--- src/design/hks_pkg.sv ---
// shared types, constants and helpers for the hight key schedule
package hks_pkg;

	localparam int KeyW       = 64;
	localparam int WordIdxW   = 5;
	localparam int LastWord   = 16;
	localparam int BytesPerW  = 8;
	localparam int LfsrW      = 7;
	localparam int QueueDepth = 2;

	localparam logic [LfsrW-1:0] LfsrSeed = 7'h5A;

	typedef struct packed {
		logic [KeyW-1:0] key_high;
		logic [KeyW-1:0] key_low;
	} key_item_t;

	// one step of the delta generator: s[n+7] = s[n+3] ^ s[n]
	function automatic logic [LfsrW-1:0] lfsr_next(input logic [LfsrW-1:0] s);
		return {s[3] ^ s[0], s[LfsrW-1:1]};
	endfunction

endpackage

--- src/design/hks_key_queue.sv ---
// front part: small queue of master keys waiting for expansion
module hks_key_queue #(
	parameter int Depth = hks_pkg::QueueDepth
) (
	input  logic                    clk,
	input  logic                    arst_n,
	input  logic                    push,
	output logic                    full,
	input  logic [hks_pkg::KeyW-1:0] key_low,
	input  logic [hks_pkg::KeyW-1:0] key_high,
	output logic                    head_valid,
	output hks_pkg::key_item_t      head,
	input  logic                    take
);

	localparam int PtrW = (Depth > 1) ? $clog2(Depth) : 1;
	localparam int CntW = $clog2(Depth + 1);

	hks_pkg::key_item_t slot_q [Depth];
	logic [PtrW-1:0] wr_ptr_q;
	logic [PtrW-1:0] rd_ptr_q;
	logic [CntW-1:0] count_q;
	logic wr_en;
	logic rd_en;

	assign full       = (count_q == CntW'(Depth));
	assign head_valid = (count_q != '0);
	assign head       = slot_q[rd_ptr_q];
	assign wr_en      = push && !full;
	assign rd_en      = take && head_valid;

	always_ff @(posedge clk) begin
		if (wr_en) begin
			slot_q[wr_ptr_q] <= '{key_high: key_high, key_low: key_low};
		end
	end

	always_ff @(posedge clk or negedge arst_n) begin
		if (!arst_n) begin
			wr_ptr_q <= '0;
			rd_ptr_q <= '0;
			count_q  <= '0;
		end else begin
			if (wr_en) begin
				wr_ptr_q <= (wr_ptr_q == PtrW'(Depth - 1)) ? '0 : wr_ptr_q + 1'b1;
			end
			if (rd_en) begin
				rd_ptr_q <= (rd_ptr_q == PtrW'(Depth - 1)) ? '0 : rd_ptr_q + 1'b1;
			end
			if (wr_en && !rd_en) begin
				count_q <= count_q + 1'b1;
			end else if (rd_en && !wr_en) begin
				count_q <= count_q - 1'b1;
			end
		end
	end

endmodule

--- src/design/hks_word_gen.sv ---
// back part: expands one key into seventeen words, one per cycle while pop keeps up, into an output register
module hks_word_gen (
	input  logic                        clk,
	input  logic                        arst_n,
	input  logic                        head_valid,
	input  hks_pkg::key_item_t          head,
	output logic                        take,
	output logic                        empty,
	input  logic                        pop,
	output logic [hks_pkg::WordIdxW-1:0] word_index,
	output logic [hks_pkg::KeyW-1:0]     round_key_word,
	output logic                        last_word
);

	localparam int BW = hks_pkg::BytesPerW;

	logic [2*hks_pkg::KeyW-1:0]    key_q;
	logic [hks_pkg::WordIdxW-1:0]  word_q;
	logic [hks_pkg::LfsrW-1:0]     lfsr_q;
	logic                          busy_q;
	logic                          out_v_q;
	logic [hks_pkg::WordIdxW-1:0]  word_index_q;
	logic [hks_pkg::KeyW-1:0]      round_key_word_q;
	logic                          last_word_q;

	logic                          emit;
	logic                          at_last;
	logic [hks_pkg::WordIdxW-1:0]  wm1;
	logic [2:0]                    row;
	logic                          half;
	logic [hks_pkg::LfsrW-1:0]     dlt [BW+1];
	logic [hks_pkg::KeyW-1:0]      word_val;

	assign emit    = busy_q && (!out_v_q || pop);
	assign at_last = (word_q == hks_pkg::WordIdxW'(hks_pkg::LastWord));
	assign take    = head_valid && (!busy_q || (emit && at_last));
	assign wm1     = word_q - 1'b1;
	assign row     = wm1[3:1];
	assign half    = wm1[0];

	always_comb begin
		logic [2:0] rot;
		rot      = '0;
		dlt[0]   = lfsr_q;
		word_val = '0;
		for (int n = 0; n < BW; n++) begin
			dlt[n+1] = hks_pkg::lfsr_next(dlt[n]);
		end
		if (word_q == '0) begin
			// whitening keys: bytes 12..15 then 0..3
			word_val = {key_q[31:0], key_q[127:96]};
		end else begin
			for (int n = 0; n < BW; n++) begin
				rot = 3'(n) - row;
				word_val[8*n +: 8] = key_q[8*{half, rot} +: 8] + {1'b0, dlt[n]};
			end
		end
	end

	always_ff @(posedge clk) begin
		if (take) begin
			key_q <= {head.key_high, head.key_low};
		end
		if (emit) begin
			word_index_q     <= word_q;
			round_key_word_q <= word_val;
			last_word_q      <= at_last;
		end
	end

	always_ff @(posedge clk or negedge arst_n) begin
		if (!arst_n) begin
			busy_q  <= 1'b0;
			word_q  <= '0;
			lfsr_q  <= hks_pkg::LfsrSeed;
			out_v_q <= 1'b0;
		end else begin
			if (take) begin
				busy_q <= 1'b1;
				word_q <= '0;
				lfsr_q <= hks_pkg::LfsrSeed;
			end else if (emit) begin
				word_q <= word_q + 1'b1;
				if (at_last) begin
					busy_q <= 1'b0;
				end
				// the whitening word uses no deltas
				if (word_q != '0) begin
					lfsr_q <= dlt[BW];
				end
			end
			if (emit) begin
				out_v_q <= 1'b1;
			end else if (pop) begin
				out_v_q <= 1'b0;
			end
		end
	end

	assign empty          = !out_v_q;
	assign word_index     = word_index_q;
	assign round_key_word = round_key_word_q;
	assign last_word      = last_word_q;

endmodule

--- src/design/hight_key_schedule.sv ---
// top level of the hight key schedule: key queue feeding the word generator
//
// channel   handshake        payload
// key in    push / full      key_low, key_high
// words out pop / empty      word_index, round_key_word, last_word
//
// each key gives 17 words, one per cycle while pop keeps up;
// the next key is loaded on the last word
// keys queue up to QueueDepth deep while the generator works
// a stalled pop holds the output register and freezes the generator
// arst_n clears queue pointers, generator state and the output valid flag
module hight_key_schedule #(
	parameter int QueueDepth = hks_pkg::QueueDepth
) (
	input  logic                        clk,
	input  logic                        arst_n,
	input  logic                        push,
	output logic                        full,
	input  logic [hks_pkg::KeyW-1:0]     key_low,
	input  logic [hks_pkg::KeyW-1:0]     key_high,
	output logic                        empty,
	input  logic                        pop,
	output logic [hks_pkg::WordIdxW-1:0] word_index,
	output logic [hks_pkg::KeyW-1:0]     round_key_word,
	output logic                        last_word
);

	logic               head_valid;
	hks_pkg::key_item_t head;
	logic               take;

	hks_key_queue #(
		.Depth(QueueDepth)
	) u_queue (
		.clk       (clk),
		.arst_n    (arst_n),
		.push      (push),
		.full      (full),
		.key_low   (key_low),
		.key_high  (key_high),
		.head_valid(head_valid),
		.head      (head),
		.take      (take)
	);

	hks_word_gen u_gen (
		.clk           (clk),
		.arst_n        (arst_n),
		.head_valid    (head_valid),
		.head          (head),
		.take          (take),
		.empty         (empty),
		.pop           (pop),
		.word_index    (word_index),
		.round_key_word(round_key_word),
		.last_word     (last_word)
	);

endmodule

--- config.mk ---
export PLATFORM = sky130hd
export DESIGN_NAME = hight_key_schedule
export DESIGN_NICKNAME = d
export VERILOG_FILES = /design/src/design/hks_pkg.sv /design/src/design/hks_key_queue.sv /design/src/design/hks_word_gen.sv /design/src/design/hight_key_schedule.sv
export SDC_FILE = /design/constraint.sdc
export NUM_CORES = 1
export LEC_CHECK = 0
export BUFFER_PORTS_ARGS = -buffer_cell sky130_fd_sc_hd__buf_2
export CELL_PAD_IN_SITES_DETAIL_PLACEMENT = 0
export CELL_PAD_IN_SITES_GLOBAL_PLACEMENT = 1
export CORE_MARGIN = 4
export CORE_UTILIZATION = 29
export CTS_CLUSTER_DIAMETER = 60
export DETAILED_ROUTE_END_ITERATION = 8
export PLACE_DENSITY_LB_ADDON = 0.1
export SKIP_LAST_GASP = 1
export SLEW_MARGIN = 15
export SYNTH_ARGS = -nofsm -noshare
export SYNTH_HDL_FRONTEND = slang
export SYNTH_HIERARCHICAL = 1
export SYNTH_SLANG_ARGS = --single-unit
--- constraint.sdc ---
create_clock -name clk -period 8.6 [get_ports clk]
set_input_delay 0.86 -clock clk [delete_from_list [all_inputs] [get_ports clk]]
set_output_delay 0.86 -clock clk [all_outputs]
set_load 0.03 [all_outputs]
# Word level (Yosys, flattened, before mapping)
# Memories as Yosys holds them, arrays and structs flattened. A register that Yosys moved wholly into a read port is not among the register bits.
# Index checks and enable logic that the tools add are counted.
# totals
reg_bits,88
ramBits,256
in_bits,132
output_inout_bits,72
word_cells,92
n_memories,1
# mem_list
memory,words,word_bits,read_ports,rd_clocked_by_memory_dff,wr,line_no,rtl
u_queue.slot_q,2,128,1,1,1,hks_key_queue.sv:19,hks_pkg::key_item_t slot_q [Depth];
# classes
n_addsub,22
eq_ne,2
n_shift,8
n_mux,17
bitwise,8
n_reduce_logical,24
# op_table
cell,count
$shiftx A128 B8 Y8,8
$add A8 B7 Y8,8
$mux W64,1
$mux W7,3
$reduce_bool A2 Y1,6
$sub A3 B3 Y3 const A,4
$mux W5,2
$mux W1,9
$xor A1 B1 Y1,8
$logic_and A1 B1 Y1,7
$sub A1 B3 Y3 const A,2
$sub A2 B3 Y3 const A,2
$add A5 B1 Y5 const B,1
$eq A5 B5 Y1 const B,1
$logic_not A1 Y1,5
$logic_not A5 Y1,1
$reduce_bool A5 Y1,1
$mux W2,2
$reduce_and A2 Y1,2
$sub A4 B1 Y4 const B,1
$add A1 B1 Y1 const B,2
$add A2 B1 Y2 const B,1
$eq A2 B2 Y1 const B,1
$logic_or A1 B1 Y1,2
$sub A2 B1 Y2 const B,1

# Depth between registers and ports, before layout
# depth
word_depth,10
ltp_mapped,21
ltp_nobuf,17

# Hierarchy
# Netlist, hierarchy kept.
# modules_own_cells
module,instances,cells_each,area_each_um2,seq_area_each_um2
hks_word_gen,1,1059,14226.1,6301.0
hks_key_queue,1,417,9477.8,7787.5

# Worst setup path after synthesis
# No wires, ideal clock.
# synth_path
path_kind,input-to-reg
startpoint,in push
endpoint,mem u_queue/slot_q[0][0] (netlist bit) (enable)
setup_time_ns,0.616
arrival_ns,6.267
t_required_ns,7.984
setup_slack_ns,1.716
stages,2
n_path_buf,0
path_cell_list,nand2_1 nor2_1
# synth_via
elab_chain_cells,3
# synth_lines
item,line_no,rtl
"start, declared",hight_key_schedule.sv:17,"input logic push,"
$logic_and A1 B1 Y1,hks_key_queue.sv:29,assign wr_en = push && !full;
$mux W1,hks_key_queue.sv:33,if (wr_en) begin
$mux W1 (not written as such),hks_key_queue.sv:34,"slot_q[wr_ptr_q] <= '{key_high: key_high, key_low: key_low};"
"end, declared",hks_key_queue.sv:19,
# Every way passes these cells.

# Final worst setup path
# layout_path
startpoint,reg u_gen/word_q[0] (netlist bit)
endpoint,reg u_gen.round_key_word_q (netlist bit u_gen/round_key_word[54]) (data pin)
# layout_via
elab_chain_cells,5
word_cells_on_any_way,6
classes_between,3 x add/sub; 1 x shift; 1 x mux; 1 x reduce/logical
# layout_lines
item,line_no,rtl
"start, declared",hks_word_gen.sv:18,logic [hks_pkg::WordIdxW-1:0] word_q;
"start signal, assigned",hks_word_gen.sv:83,word_q <= word_q + 1'b1;
$sub A4 B1 Y4,hks_word_gen.sv:37,assign wm1 = word_q - 1'b1;
$sub A3 B3 Y3,hks_word_gen.sv:54,rot = 3'(n) - row;
$shiftx A128 B8 Y8,hks_word_gen.sv:55,"word_val[8*n +: 8] = key_q[8*{half, rot} +: 8] + {1'b0, dlt[n]};"
$add A8 B7 Y8,hks_word_gen.sv:55,
$mux W64 (*),hks_word_gen.sv:49,if (word_q == '0) begin
named net u_gen.word_val (one bit),hks_word_gen.sv:32,logic [hks_pkg::KeyW-1:0] word_val;
"end signal, assigned",hks_word_gen.sv:66,round_key_word_q <= word_val;
"end, declared",hks_word_gen.sv:23,logic [hks_pkg::KeyW-1:0] round_key_word_q;
# Mark *: on every way through the listed nets, which the timed path passes. The rest lies on a longest branch.
# A chain may end at the register's enable or synchronous reset.

==> metrics.txt <==
DR DRC count 0; Fillers 7788; FF+latch count, synth 472; final hold violations 0; launching point of the worst reg2reg path u_gen/word_q[0]; pin count of the biggest net entering global routing 86; Crit path buffers/inverters 3; kind of critical path flop to flop; CP startpoint u_gen/word_q[0]; Post-CTS Setup Bufs 0; crit path time final approximately 5.6 ns; WP depth 15; Post-DRT Antenna Nets 0; ys async rst share 3.814%; vias per cell 4.990; Max Fclk roughly 180 MHz; Critical Path Max Stage Delay 0.63 ns; mapped cell area 23700 um^2; fin crit share 65.47%; Yosys top cell area share 57.51%; CP Max Fanout 40; cell taking the most area after synthesis edfxtp_1; most common cell after layout, fill and taps aside edfxtp_1; Max-Cap Viols 0; CTS tree built; CP Launch Type flop; EDFF count, synth 454; most frequent cells in the layout 454 x edfxtp_1, 203 x buf_2, 138 x mux2_2; flop-to-flop setup slack 2.97 ns; unrepaired setup endpoints after global routing no; IO buf count 203; Netlist cell types 52; Yosys warning total 6; Seq/Total Area, Yosys 59.44%; # diodes 0; cell family with most CP delay buffers and inverters; Initial Util between 20% and 30%; run status finished clean; total CTS buffers 58; H-tree depth 2; Post-DP HPWL between 50000 and 60000 um; global route overflow 0; gr busiest metal met2; Post-Synthesis Net Count 1677; FP Rows ~100; CTS root buffer clkbuf_16; slowest CP cell buf_4; flip-flop and latch area 14100 um^2; first-pass GRT wire length 107900 um; Die Width 293.9 um; worst-margin pin slew a little under 1 ns; crit path cell chain clkinv_1 > ha_1 > xnor2_4 > inv_4 > buf_4 > mux2i_1 > mux2i_1 > mux4_2 > ha_1 > nor2b_1 > o21ai_0 > a21boi_0 > o21ai_0 > a21boi_0 > o31ai_1; CTS max path bufs 3; Vert. Die Dim 293.9 um; FF-to-FF End u_gen/round_key_word[54]; worst rel slew slack 33.92%; initial antenna violation count 7; synthesis-to-finish area growth 16.41%; Main synth FF type edfxtp_1; Worst EP arrival 6.01 ns; worst skew pair latency 0.61 ns; IO Count 204; vias 13920; top cells by area, synth edfxtp_1 58%, mux4_2 12%, mux2_2 6.6%, ha_1 3.2%, mux2i_1 3.2%; Setup violations, final 0; cts repair resizes 0; required time of the critical path 8.98 ns; Pre-antenna DRT Iters 5; Setup TNS 0 ns; Pins Over Slew Limit 0; gpl congestion 0.8581; GR met1 Demand/Resource 23.21%; layout cells sized above 1 34.30%; Die Area roughly 86000 um^2; worst hold-check path type primary input to asynchronous set/reset pin; CP endpoint u_gen/round_key_word[54]; DR WL/cell 27.38 um; total track usage 17.48%; Synth Area per Inst 16.06 um^2; core area 80810 um^2; Cells after Synth 1476; nets about 1900; Routed WL 76370 um; vias in the first global route 14650; total clock sinks 472; multi-input logic area 9021 um^2; hold_buf cts 0; met2 usage just under 30%; Critical Path Sink Type flop; clock skew 0.01777 ns; R2R cell count 15; Initial DRC Count 913; GRT met3 Usage 3.902%; Clock transition at path regs 0.06 ns
## metal layers
layer  vias up  share of wire [%]  wire length, um
li1       6221                  -                -
met2       389                 48            36840
met4         2                2.8             2116
met5         -              0.014               11
met3        94                5.8             4424
met1      7212                 43            32980
## logic make-up after synthesis
logic type | share of synthesized area, %
AO/OA/AOI/OAI | 4.434
XOR/XNOR | 2.597
adder cells (fa/ha/maj) | 3.895
buffers and inverters | 2.650
flip-flops | 59.44
multiplexers | 22.57
AND/OR/NAND/NOR | 4.423
## Yosys cell counts, types with 15 or more instances
cell type,n
inv_1,22
ha_1,61
nand2_1,131
buf_6,21
nor2b_1,15
a21o_1,18
o21ai_0,34
nor2_1,53
xnor2_1,30
clkbuf_1,22
and3_1,17
buf_2,21
mux4_2,127
a21oi_1,80
mux2i_1,75
xor2_1,29
edfxtp_1,454
mux2_2,138
## sequential cells by signal, summed over array words and instances (netlist names)
name                  flops
u_queue/slot_q          256
u_gen/lfsr_q              7
u_gen/out_v_q             1
u_gen/word_q              5
u_queue/rd_ptr_q          1
u_gen/busy_q              1
u_queue/count_q           2
u_gen/round_key_word     64
u_gen/last_word           1
u_queue/wr_ptr_q          1
u_gen/key_q             128
u_gen/word_index          5
## area by class of cell
class                           instances  area share (%)
Clock buffer                           73           5.464
Inverter                               26          0.3809
Sequential cell                       472           51.09
Clock inverter                         34           1.215
Multi-Input combinational cell        898           32.69
Tap cell                             1060           4.807
Timing Repair Buffer                  226           4.353
## through the flow
stage               utilization, %  hold slack (ns)  area, um^2  std cells  worst slack [ns]
floorplan                        -           0.4473       23700       1476             1.716
global placement             31.87           0.4766       25750       2682             3.000
detailed placement           31.87           0.4935       25750       2682             2.921
CTS                          34.15           0.2036       27590       2789             2.898
global route                 34.15           0.2342       27590       2789             2.651
finish                       34.15           0.2392       27590       2789             2.969
## how the worst min path moves through the flow
stage	endpoint	slack (ns)
5_1_grt	u_gen/word_q[1]	0.23
3_5_place_dp	u_queue/count_q[1]	0.49
3_3_place_gp	u_queue/count_q[1]	0.48
6_report	u_queue/wr_ptr_q	0.24
2_1_floorplan	u_gen/word_index[2]	0.45
4_1_cts	u_gen/word_q[3]	0.20
Power is not shown: default switching activity piles up to over one toggle a cycle in this logic, so the estimate is an artifact.
